**src/rtl/glu_pkg.sv**
```systemverilog
// ----------------------------------------------------------------------------
// glu_pkg: shared types for the GCD / LCM unit
// Item structs, datapath operation codes and the control/status bundles
// passed between the sequencer and the datapath.
// ----------------------------------------------------------------------------
package glu_pkg;

    localparam int OPERAND_WIDTH_DEF = 32;

    typedef struct packed {
        logic [31:0] operand_a;
        logic [31:0] operand_b;
    } in_item_t;

    typedef struct packed {
        logic [31:0] divisor;
        logic [63:0] multiple;
    } out_item_t;

    typedef enum logic [3:0] {
        OP_IDLE,
        OP_LOAD,
        OP_STRIP,
        OP_REDUCE,
        OP_PICK,
        OP_SCALE,
        OP_DIV_INIT,
        OP_DIV,
        OP_MUL_INIT,
        OP_MUL
    } dp_op_t;

    typedef struct packed {
        dp_op_t op;
    } dp_ctrl_t;

    typedef struct packed {
        logic x_zero;
        logic y_zero;
        logic both_even;
        logic k_zero;
        logic opnd_zero;
    } dp_status_t;

endpackage

```
**src/rtl/glu_datapath.sv**
```systemverilog
// ----------------------------------------------------------------------------
// glu_datapath: operand registers and shared adder/subtractor
// One W+1-bit add/subtract unit serves the binary GCD steps, the restoring
// divide of operand_a by the divisor and the shift-add multiply by operand_b.
// ----------------------------------------------------------------------------
module glu_datapath
    import glu_pkg::*;
#(
    parameter int OPERAND_WIDTH = OPERAND_WIDTH_DEF
) (
    input  logic        aclk,
    input  in_item_t    in_item,
    input  dp_ctrl_t    ctrl,
    output dp_status_t  status,
    output logic [31:0] divisor,
    output logic [63:0] multiple
);

    localparam int W     = OPERAND_WIDTH;
    localparam int CNT_W = $clog2(OPERAND_WIDTH);

    logic [W-1:0]     a_reg, a_next;
    logic [W-1:0]     b_reg, b_next;
    logic [W-1:0]     x_reg, x_next;
    logic [W-1:0]     y_reg, y_next;
    logic [CNT_W-1:0] k_reg, k_next;
    logic [W-1:0]     rem_reg, rem_next;
    logic [W-1:0]     dq_reg, dq_next;
    logic [W-1:0]     hi_reg, hi_next;
    logic [W-1:0]     lo_reg, lo_next;

    // shared unit
    logic [W:0]   op1, op2;
    logic         sub;
    logic [W+1:0] res;
    logic         ge;

    always_comb begin
        op1 = {1'b0, x_reg};
        op2 = {1'b0, y_reg};
        sub = 1'b1;
        case (ctrl.op)
            OP_DIV: begin
                op1 = {rem_reg, dq_reg[W-1]};
                op2 = {1'b0, x_reg};
                sub = 1'b1;
            end
            OP_MUL: begin
                op1 = {1'b0, hi_reg};
                op2 = {1'b0, dq_reg};
                sub = 1'b0;
            end
            default: begin
                op1 = {1'b0, x_reg};
                op2 = {1'b0, y_reg};
                sub = 1'b1;
            end
        endcase
        res = {1'b0, op1} + {1'b0, op2 ^ {(W+1){sub}}} + {{(W+1){1'b0}}, sub};
    end

    // carry out of a subtract means no borrow
    assign ge = res[W+1];

    always_comb begin
        a_next   = a_reg;
        b_next   = b_reg;
        x_next   = x_reg;
        y_next   = y_reg;
        k_next   = k_reg;
        rem_next = rem_reg;
        dq_next  = dq_reg;
        hi_next  = hi_reg;
        lo_next  = lo_reg;
        case (ctrl.op)
            OP_LOAD: begin
                a_next = in_item.operand_a[W-1:0];
                b_next = in_item.operand_b[W-1:0];
                x_next = in_item.operand_a[W-1:0];
                y_next = in_item.operand_b[W-1:0];
                k_next = '0;
            end
            OP_STRIP: begin
                x_next = x_reg >> 1;
                y_next = y_reg >> 1;
                k_next = k_reg + CNT_W'(1);
            end
            OP_REDUCE: begin
                if (!x_reg[0]) begin
                    x_next = x_reg >> 1;
                end else if (!y_reg[0]) begin
                    y_next = y_reg >> 1;
                end else if (ge) begin
                    // difference of two odd values is even: halve it at once
                    x_next = {1'b0, res[W-1:1]};
                end else begin
                    x_next = y_reg;
                    y_next = x_reg;
                end
            end
            OP_PICK: begin
                if (x_reg == '0) begin
                    x_next = y_reg;
                end
                hi_next = '0;
                lo_next = '0;
            end
            OP_SCALE: begin
                x_next = x_reg << 1;
                k_next = k_reg - CNT_W'(1);
            end
            OP_DIV_INIT: begin
                rem_next = '0;
                dq_next  = a_reg;
            end
            OP_DIV: begin
                rem_next = ge ? res[W-1:0] : op1[W-1:0];
                dq_next  = {dq_reg[W-2:0], ge};
            end
            OP_MUL_INIT: begin
                hi_next = '0;
                lo_next = b_reg;
            end
            OP_MUL: begin
                if (lo_reg[0]) begin
                    hi_next = res[W:1];
                    lo_next = {res[0], lo_reg[W-1:1]};
                end else begin
                    hi_next = hi_reg >> 1;
                    lo_next = {hi_reg[0], lo_reg[W-1:1]};
                end
            end
            default: begin
                x_next = x_reg;
            end
        endcase
    end

    always_ff @(posedge aclk) begin
        a_reg   <= a_next;
        b_reg   <= b_next;
        x_reg   <= x_next;
        y_reg   <= y_next;
        k_reg   <= k_next;
        rem_reg <= rem_next;
        dq_reg  <= dq_next;
        hi_reg  <= hi_next;
        lo_reg  <= lo_next;
    end

    assign status.x_zero    = (x_reg == '0);
    assign status.y_zero    = (y_reg == '0);
    assign status.both_even = !x_reg[0] && !y_reg[0];
    assign status.k_zero    = (k_reg == '0);
    assign status.opnd_zero = (a_reg == '0) || (b_reg == '0);

    assign divisor  = 32'(x_reg);
    assign multiple = 64'({hi_reg, lo_reg});

endmodule

```
**src/rtl/glu_ctrl.sv**
```systemverilog
// ----------------------------------------------------------------------------
// glu_ctrl: sequencer for the GCD / LCM unit
// Steps the datapath through common-factor strip, binary GCD reduction,
// rescale, divide and multiply, then hands the result to the output stage.
// ----------------------------------------------------------------------------
module glu_ctrl
    import glu_pkg::*;
#(
    parameter int OPERAND_WIDTH = OPERAND_WIDTH_DEF
) (
    input  logic       aclk,
    input  logic       aresetn,
    input  logic       start,
    input  logic       out_free,
    input  dp_status_t status,
    output dp_ctrl_t   ctrl,
    output logic       idle,
    output logic       done
);

    localparam int CNT_W = $clog2(OPERAND_WIDTH);

    typedef enum logic [3:0] {
        ST_IDLE,
        ST_STRIP,
        ST_REDUCE,
        ST_PICK,
        ST_SCALE,
        ST_DIV_INIT,
        ST_DIVIDE,
        ST_MUL_INIT,
        ST_MULTIPLY,
        ST_DONE
    } state_t;

    state_t           state_reg, state_next;
    logic [CNT_W-1:0] cnt_reg, cnt_next;
    logic             last_step;

    assign last_step = (cnt_reg == CNT_W'(OPERAND_WIDTH - 1));

    always_comb begin
        state_next = state_reg;
        cnt_next   = cnt_reg;
        ctrl.op    = OP_IDLE;
        done       = 1'b0;
        case (state_reg)
            ST_IDLE: begin
                if (start) begin
                    ctrl.op    = OP_LOAD;
                    state_next = ST_STRIP;
                end
            end
            ST_STRIP: begin
                if (status.x_zero || status.y_zero) begin
                    state_next = ST_PICK;
                end else if (status.both_even) begin
                    ctrl.op = OP_STRIP;
                end else begin
                    state_next = ST_REDUCE;
                end
            end
            ST_REDUCE: begin
                if (status.x_zero || status.y_zero) begin
                    state_next = ST_PICK;
                end else begin
                    ctrl.op = OP_REDUCE;
                end
            end
            ST_PICK: begin
                ctrl.op    = OP_PICK;
                state_next = ST_SCALE;
            end
            ST_SCALE: begin
                if (!status.k_zero) begin
                    ctrl.op = OP_SCALE;
                end else if (status.opnd_zero) begin
                    // lcm with a zero operand is zero: skip divide and multiply
                    state_next = ST_DONE;
                end else begin
                    state_next = ST_DIV_INIT;
                end
            end
            ST_DIV_INIT: begin
                ctrl.op    = OP_DIV_INIT;
                cnt_next   = '0;
                state_next = ST_DIVIDE;
            end
            ST_DIVIDE: begin
                ctrl.op  = OP_DIV;
                cnt_next = cnt_reg + CNT_W'(1);
                if (last_step) begin
                    state_next = ST_MUL_INIT;
                end
            end
            ST_MUL_INIT: begin
                ctrl.op    = OP_MUL_INIT;
                cnt_next   = '0;
                state_next = ST_MULTIPLY;
            end
            ST_MULTIPLY: begin
                ctrl.op  = OP_MUL;
                cnt_next = cnt_reg + CNT_W'(1);
                if (last_step) begin
                    state_next = ST_DONE;
                end
            end
            ST_DONE: begin
                if (out_free) begin
                    done       = 1'b1;
                    state_next = ST_IDLE;
                end
            end
            default: begin
                state_next = ST_IDLE;
            end
        endcase
    end

    always_ff @(posedge aclk) begin
        if (!aresetn) begin
            state_reg <= ST_IDLE;
            cnt_reg   <= '0;
        end else begin
            state_reg <= state_next;
            cnt_reg   <= cnt_next;
        end
    end

    assign idle = (state_reg == ST_IDLE);

    // no new item may be taken straight after one is accepted
    a_busy_after_start: assert property (@(posedge aclk) disable iff (!aresetn)
        start |=> !idle)
        else $error("glu_ctrl: idle right after accepting an item");

    // the divisor must be nonzero throughout the divide
    a_div_nonzero: assert property (@(posedge aclk) disable iff (!aresetn)
        (state_reg == ST_DIVIDE) |-> !status.x_zero)
        else $error("glu_ctrl: divide by zero divisor");

    // rescale only applies to a nonzero reduced value
    a_scale_nonzero: assert property (@(posedge aclk) disable iff (!aresetn)
        (state_reg == ST_SCALE && !status.k_zero) |-> !status.x_zero)
        else $error("glu_ctrl: rescaling a zero divisor");

    // divide and multiply only run on nonzero operands
    a_no_zero_div: assert property (@(posedge aclk) disable iff (!aresetn)
        (state_reg == ST_DIV_INIT) |-> !status.opnd_zero)
        else $error("glu_ctrl: divide started with a zero operand");

endmodule

```
**src/rtl/gcd_lcm_unit.sv**
```systemverilog
// Each item runs through the binary GCD loop, then W restoring-divide steps and W
//   shift-add steps (W = OPERAND_WIDTH), all through one shared W+1-bit adder/subtractor;
//   divide and multiply are skipped when an operand is zero.
// Throughput: one item at a time; s_ready is high only while the sequencer idles.
// The result sits in an output register, so the next item is taken while it waits.
// Reset (aresetn, synchronous, active low) clears the sequencer and m_valid.
// ----------------------------------------------------------------------------
// gcd_lcm_unit: greatest common divisor and least common multiple
// Binary GCD, then lcm = (operand_a / divisor) * operand_b, per input item.
// ----------------------------------------------------------------------------
module gcd_lcm_unit
    import glu_pkg::*;
#(
    parameter int OPERAND_WIDTH = OPERAND_WIDTH_DEF
) (
    input  logic      aclk,
    input  logic      aresetn,
    input  logic      s_valid,
    output logic      s_ready,
    input  in_item_t  s_item,
    output logic      m_valid,
    input  logic      m_ready,
    output out_item_t m_item
);

    dp_ctrl_t    ctrl;
    dp_status_t  status;
    logic        idle;
    logic        done;
    logic        start;
    logic        out_free;
    logic [31:0] divisor;
    logic [63:0] multiple;

    logic      m_valid_reg, m_valid_next;
    out_item_t m_item_reg, m_item_next;

    assign s_ready  = idle;
    assign start    = s_valid && idle;
    assign out_free = !m_valid_reg || m_ready;

    glu_ctrl #(
        .OPERAND_WIDTH(OPERAND_WIDTH)
    ) u_ctrl (
        .aclk     (aclk),
        .aresetn  (aresetn),
        .start    (start),
        .out_free (out_free),
        .status   (status),
        .ctrl     (ctrl),
        .idle     (idle),
        .done     (done)
    );

    glu_datapath #(
        .OPERAND_WIDTH(OPERAND_WIDTH)
    ) u_datapath (
        .aclk     (aclk),
        .in_item  (s_item),
        .ctrl     (ctrl),
        .status   (status),
        .divisor  (divisor),
        .multiple (multiple)
    );

    always_comb begin
        m_valid_next = m_valid_reg;
        m_item_next  = m_item_reg;
        if (done) begin
            m_valid_next         = 1'b1;
            m_item_next.divisor  = divisor;
            m_item_next.multiple = multiple;
        end else if (m_ready) begin
            m_valid_next = 1'b0;
        end
    end

    always_ff @(posedge aclk) begin
        if (!aresetn) begin
            m_valid_reg <= 1'b0;
        end else begin
            m_valid_reg <= m_valid_next;
        end
        m_item_reg <= m_item_next;
    end

    assign m_valid = m_valid_reg;
    assign m_item  = m_item_reg;

endmodule
```
**config.mk**
```make
export PLATFORM = sky130hd
export DESIGN_NAME = gcd_lcm_unit
export DESIGN_NICKNAME = d
export VERILOG_FILES = /design/src/rtl/glu_pkg.sv /design/src/rtl/glu_datapath.sv /design/src/rtl/glu_ctrl.sv /design/src/rtl/gcd_lcm_unit.sv
export SDC_FILE = /design/constraint.sdc
export NUM_CORES = 1
export LEC_CHECK = 0
export ABC_AREA = 0
export BUFFER_PORTS_ARGS = -buffer_cell sky130_fd_sc_hd__buf_2
export CORE_MARGIN = 10
export CORE_UTILIZATION = 30
export CTS_CLUSTER_SIZE = 16
export DETAILED_ROUTE_END_ITERATION = 10
export GPL_ROUTABILITY_DRIVEN = 1
export PLACE_DENSITY_LB_ADDON = 0.25
export SYNTH_ARGS = -nofsm -noshare
export SYNTH_HDL_FRONTEND = slang
export SYNTH_HIERARCHICAL = 1
export SYNTH_SLANG_ARGS = --single-unit
```
**constraint.sdc**
```tcl
create_clock -name aclk -period 6.25 [get_ports aclk]
set_input_delay 1.25 -clock aclk [delete_from_list [all_inputs] [get_ports aclk]]
set_output_delay 1.25 -clock aclk [all_outputs]
set_load 0.05 [all_outputs]
```
# Word level (Yosys, flattened, before mapping)
# Index checks and enable logic that the tools add are counted.
word_totals:
  ff_bits: 367
  inputBits: 68
  word_cells: 123
op_classes:
  addsub: 5
  n_eq_ne: 30
  mux: 41
  n_bitwise: 1
  n_reduce_logical: 30
ops:
  columns: ["cell", "count"]
  rows:
  - ["32-bit 2-to-1 mux", 10]
  - ["32-bit one-hot mux with 2 select lines", 4]
  - ["32-bit one-hot mux with 3 select lines", 2]
  - ["32-bit one-hot mux with 5 select lines", 1]
  - ["32-bit logical NOT", 4]
  - ["33-bit one-hot mux with 2 select lines", 1]
  - ["4-bit 2-to-1 mux", 10]
  - ["4-bit one-hot mux with 10 select lines", 1]
  - ["4-bit one-hot mux with 9 select lines", 1]
  - ["33-bit by 33-bit adder with 34-bit output", 1]
  - ["34-bit by 1-bit adder with 34-bit output", 1]
  - ["32-bit by 33-bit XOR with 33-bit output", 1]
  - ["4-bit by 3-bit equality test with 1-bit output (second input constant)", 8]
  - ["4-bit by 2-bit equality test with 1-bit output (second input constant)", 4]
  - ["4-bit equality test (second input constant)", 4]
  - ["5-bit one-hot mux with 3 select lines", 1]
  - ["2-bit by 1-bit inequality test with 1-bit output (second input constant)", 6]
  - ["5-bit by 1-bit adder with 5-bit output (second input constant)", 2]
  - ["5-bit one-hot mux with 2 select lines", 1]
  - ["3-bit nonzero test", 3]
  - ["4-bit by 1-bit equality test with 1-bit output (second input constant)", 2]
  - ["2-bit nonzero test", 4]
  - ["7-bit AND reduction", 1]
  - ["1-bit 2-to-1 mux", 6]
  - ["16 further kinds", 28]

# Depth between registers and ports, before layout
logic_depth:
  depth_word: 14
  depth_mapped: 28

# Modules after synthesis
# Netlist, hierarchy kept.
by_module_without_submodules:
  columns: ["mod", "n_inst", "cells_per_inst", "area_each_um2", "seq_area_each_um2"]
  rows:
  - ["glu_datapath", 1, 1562, 15237.1, 7837.5]
  - ["gcd_lcm_unit", 1, 101, 2937.8, 2902.8]
  - ["glu_ctrl", 1, 86, 665.6, 180.2]

# Worst setup path before layout
# Ideal clock, no wire load.
synth_timing:
  path_kind: "flip-flop to flip-flop"
  start: "register u_ctrl.state_reg[0]"
  end: "register u_datapath.y_reg[10], enable pin"
  setup_ps: 393
  arrival_ps: 6837
  setup_slack_ps: -980
  stages_incl_launch_ff: 24
  path_buffers: 6
  synth_period_minus_slack_ps: 7230
  cell_sequence: "dfxtp_1 > or2_2 > nor3_1 > and2_1 > a21oi_1 > nand2_1 > clkbuf_1 > nand2b_1 > nor3b_1 > clkbuf_1 > clkbuf_1 > clkbuf_1 > a21oi_1 > nor2_1 > ha_1 > clkbuf_1 > a21oi_1 > o21ai_0 > a221o_1 > or4_4 > and3_4 > buf_2 > nor2_4 > o31a_1"
synth_lines:
  columns: ["element", "line", "source"]
  rows:
  - ["start: declaration", "glu_ctrl.sv:36", "state_t state_reg, state_next;"]
  - ["start signal: assignment", "glu_ctrl.sv:125", "state_reg <= state_next;"]
  - ["end signal: assignment", "glu_datapath.sv:143", "y_reg <= y_next;"]
  - ["end: declaration", "glu_datapath.sv:25", "logic [W-1:0] y_reg, y_next;"]

==> Flow_metrics.wiki <==
{| class="wikitable"
! Metric !! Value
|-
| Result of the run || finished clean
|-
| Remaining max-slew budget at the tightest pin || around 26%
|-
| Warning count from the yosys run || 6
|-
| Worst slew pin tran || 1.11 ns
|-
| Number of standard cells after synthesis || around 1,700
|-
| Global-route wire length before repair || 103,000 um
|-
| Sequential cell area || 10,900 um^2
|-
| Number of buffer cells added on primary ports || ~170
|-
| Total Die Area || between 70,000 and 80,000 um^2
|-
| Clock-pin transition on the worst setup and hold timing paths || approximately 0.07 ns
|-
| Kind of cell with the highest combined delay on the critical path || simple AND/OR/NAND/NOR gates
|-
| DRC viols || 0
|-
| Fraction of registers with async set or reset after synthesis || 0%
|-
| Insertion delay to the later sink of the worst-skew pair || 0.58 ns
|-
| Post-detailed-route wirelength per cell || 24.5 um
|-
| Drt pass-1 iters || 8
|-
| Lkg Pwr || roughly 8.7 nW
|-
| Count of state elements after synthesis || ~370
|-
| TritonCTS clock tree || done
|-
| Netlist cell types || between 80 and 90
|-
| Smallest setup slack after layout || roughly 0.13 ns
|-
| Mean area per synthesized cell || ~11 um^2
|-
| Number of max-capacitance violations reported || 0
|-
| Number of rows in the core area || 91
|-
| Filler instances || around 6,200
|-
| RR Startpoint || u_datapath/divisor[13]
|-
| Highest attainable clock frequency || roughly 0.16 GHz
|-
| Number of synthesized flops with an enable pin || between 300 and 400
|-
| Total number of nets in the final design || around 2,100
|-
| Final number of max-transition violations || 0
|-
| Max IR drop VDD || roughly 0.27 mV
|-
| Area of the core || a little over 60,000 um^2
|-
| Final weighted congestion in routability-driven placement || roughly 0.9
|-
| Maximum count of clock buffers along a single path || 3
|-
| Critical Setup Path Class || flip-flop to flip-flop
|-
| Worst path cell trace || nor4_2 > nand4_1 > nor2_1 > or4_1 > nand2_1 > and3_1 > nand2b_1 > nor3b_4 > buf_4 > a22oi_1 > nand2_1 > ha_1 > a21oi_1 > buf_4 > nor4_1 > a21oi_1 > o41ai_2 > or4_4 > and3_4 > buf_4 > o21ai_4 > o22ai_1
|-
| DIE HEIGHT || approximately 270 um
|-
| Clk root buf || clkbuf_16
|-
| Sequential element share of the synthesized area || ~58%
|-
| Met1 Usage GRT || between 20% and 30%
|-
| Overall track demand over capacity in global routing || 18.4%
|-
| Maximum number of pins on one net before global-route repair || 61
|-
| Remaining antenna violation count after routing || 0
|-
| Final Instance Area || between 20,000 and 25,000 um^2
|-
| Peak per-stage delay on the critical path || a little over 0.5 ns
|-
| Worst Path Buf+Inv || 3
|-
| Number of antenna violations at the first check in global routing || 1
|-
| Reg-to-reg setup timing slack || 0.13 ns
|-
| H-tree level count || 2
|-
| Total length of routed wires || around 70,000 um
|-
| CP startpoint kind || flip-flop
|-
| CTS sink count || roughly 370
|-
| Detailed Place HPWL || around 52,000 um
|-
| Cell depth of the worst hold path || 0
|-
| Pre-CTS WS || -0.167 ns
|-
| Routed vias/inst || 5.42
|-
| Max Fanout on Critical Path || 28
|-
| Worst clock skew || about 0.013 ns
|-
| Met3 global-route usage || approximately 4.4%
|-
| GR met2 Demand/Resource || 30.8%
|-
| Drt initial violations || approximately 1,800
|-
| Top FF cell, synth || edfxtp_1
|-
| Total CTS buffers || 43
|-
| Proportion of layout cells with a drive suffix above 1 || roughly a fifth
|-
| Busiest layer in global routing || met2
|-
| Overflow after GRT || 0
|-
| IO Pins || ~170
|-
| Data required, critical path || between 6 and 7 ns
|-
| Syn nets || around 1,900
|-
| Standard cell area after detailed placement || 21,400 um^2
|-
| Reg-to-Reg End || u_datapath/rem_reg[27]
|-
| Starting density of the core || a little under a third
|-
| Post-route minimum period || around 6.1 ns
|-
| Standard cell with the maximum stage delay on the critical path || edfxtp_1
|-
| Cell occurring most often along the worst timing path || buf_4
|-
| Area of the multi-input gates || ~7600 um^2
|-
| Kind of end point of the critical path || flip-flop
|-
| Via total after detailed routing || ~16,000
|-
| Power per cell area || about 610 nW/um^2
|-
| Worst min-delay path startpoint || u_datapath/lo_reg[14]
|-
| Worst Hold End || m_item[14]
|-
| Synthesis-to-finish area growth || 22.4%
|-
| R2R depth || 22
|-
| Quantity of hold-fixing buffers added after cts || 0
|-
| Hold WC Path Type || flip-flop to flip-flop
|-
| Pwr Total || around 14 mW
|-
| Vias in the first global route || 15,500
|-
| Flip-flop count of the largest register after layout || 96
|-
| Total inserted antenna cells || 0
|-
| Critical path arrival || between 6 and 7 ns
|-
| Final Hold Vio Count || 0
|-
| Final cycle utilization of the critical path || a little over nine tenths
|-
| Horizontal die dimension || 271 um
|-
| Summed instance area of the synthesized netlist || between 15,000 and 20,000 um^2
|-
| Number of setup violations in the final report || 0
|}
==> cells in the mapped netlist, drive strengths merged (23+ instances only) <==
cell,n,area share (%)
nand2,359,7.2
edfxtp,357,57
nor2,127,2.6
a21oi,113,3.0
o21ai,105,2.8
clkbuf,90,1.8
mux2i,57,3.0
nand3,45,1.2
ha,37,2.5
a22o,36,1.7
nor4,36,1.2
a22oi,29,1.2
o221ai,26,1.2
inv,24,0.48
a221oi,23,1.1
==> report_power, final <==
group,internal [mW],switching [mW],total [mW]
combinational,2.67,4.76,7.42
clock,1.50,1.05,2.55
sequential,3.60,0.406,4.01
==> cell type report <==
cell class / instances / area share (%)
well taps: 837 / 4.54
flip-flops and latches: 367 / 47.4
multi-input cells: 1248 / 32.8
inverters: 24 / 0.402
clock buffers: 53 / 4.92
clock inverters: 25 / 1.18
repair buffers: 318 / 8.81
==> worst max-delay path by stage <==
stage               depth (start not counted)  slack [ns]                      to                    from
finish                                     22        0.13  u_datapath/rem_reg[27]  u_datapath/divisor[13]
global route                               22      -0.009  u_datapath/rem_reg[27]  u_datapath/divisor[13]
CTS                                        25        0.03  u_datapath/rem_reg[27]  u_datapath/divisor[31]
detailed placement                         23       -0.17  u_datapath/divisor[27]  u_datapath/divisor[13]
global placement                           23       -0.34  u_datapath/divisor[27]  u_datapath/divisor[13]
floorplan                                  26        0.04    u_datapath/y_reg[10]     u_datapath/y_reg[0]
==> placed cells by master, fill, tap and decap left out, types with 10 or more instances in the layout <==
master / n
dfxtp_1: 10
a22oi_1: 29
xor2_1: 10
xnor2_1: 18
a21o_1: 20
nand2_1: 359
buf_2: 165
nand3_1: 45
o221ai_1: 26
mux2i_1: 57
nor2_1: 123
ha_1: 37
a21oi_1: 111
a22o_1: 36
nor4_1: 28
o211ai_1: 19
nand2b_1: 12
o21ai_0: 94
inv_1: 21
clkbuf_16: 44
buf_4: 147
edfxtp_1: 357
nand4_1: 15
a222oi_1: 10
a221oi_1: 23
==> stage by stage <==
| stage | utilization, % | hold slack [ns] | setup TNS [ns] | cells |
|---|---|---|---|---|
| after floorplan | - | 0.424 | 0 | 1749 |
| after global placement | 34.6 | 0.438 | -2.55 | 2782 |
| after detailed placement | 34.6 | 0.442 | -3.77 | 2782 |
| after CTS | 36.9 | 0.454 | 0 | 2860 |
| after global routing | 37.2 | 0.464 | -0.00859 | 2872 |
| final | 37.2 | 0.453 | 0 | 2872 |
==> timing repair <==
item | CTS | global route
pin swaps | 0 | 2
cloned | 0 | 1
endpoints found under the setup margin | 59 | 98
gates resized for setup | 3 | 20
setup buffers | 0 | 10
==> cell families after synthesis <==
family / share of synthesized area (%)
compound gates: 16.1
buf+inv: 2.83
fa+ha+maj: 2.67
xor+xnor: 1.30
flops: 58.0
simple gates: 16.0
mux: 3.09
==> per-layer routing <==
metal	vias up	part of all wire (%)	wire length [um]
met4	0	2.2	1570
li1	7101	-	-
met1	7712	41	28900
met3	83	8.0	5640
met5	-	0	0
met2	660	49	34400
Power figures use the tool's default switching activity.
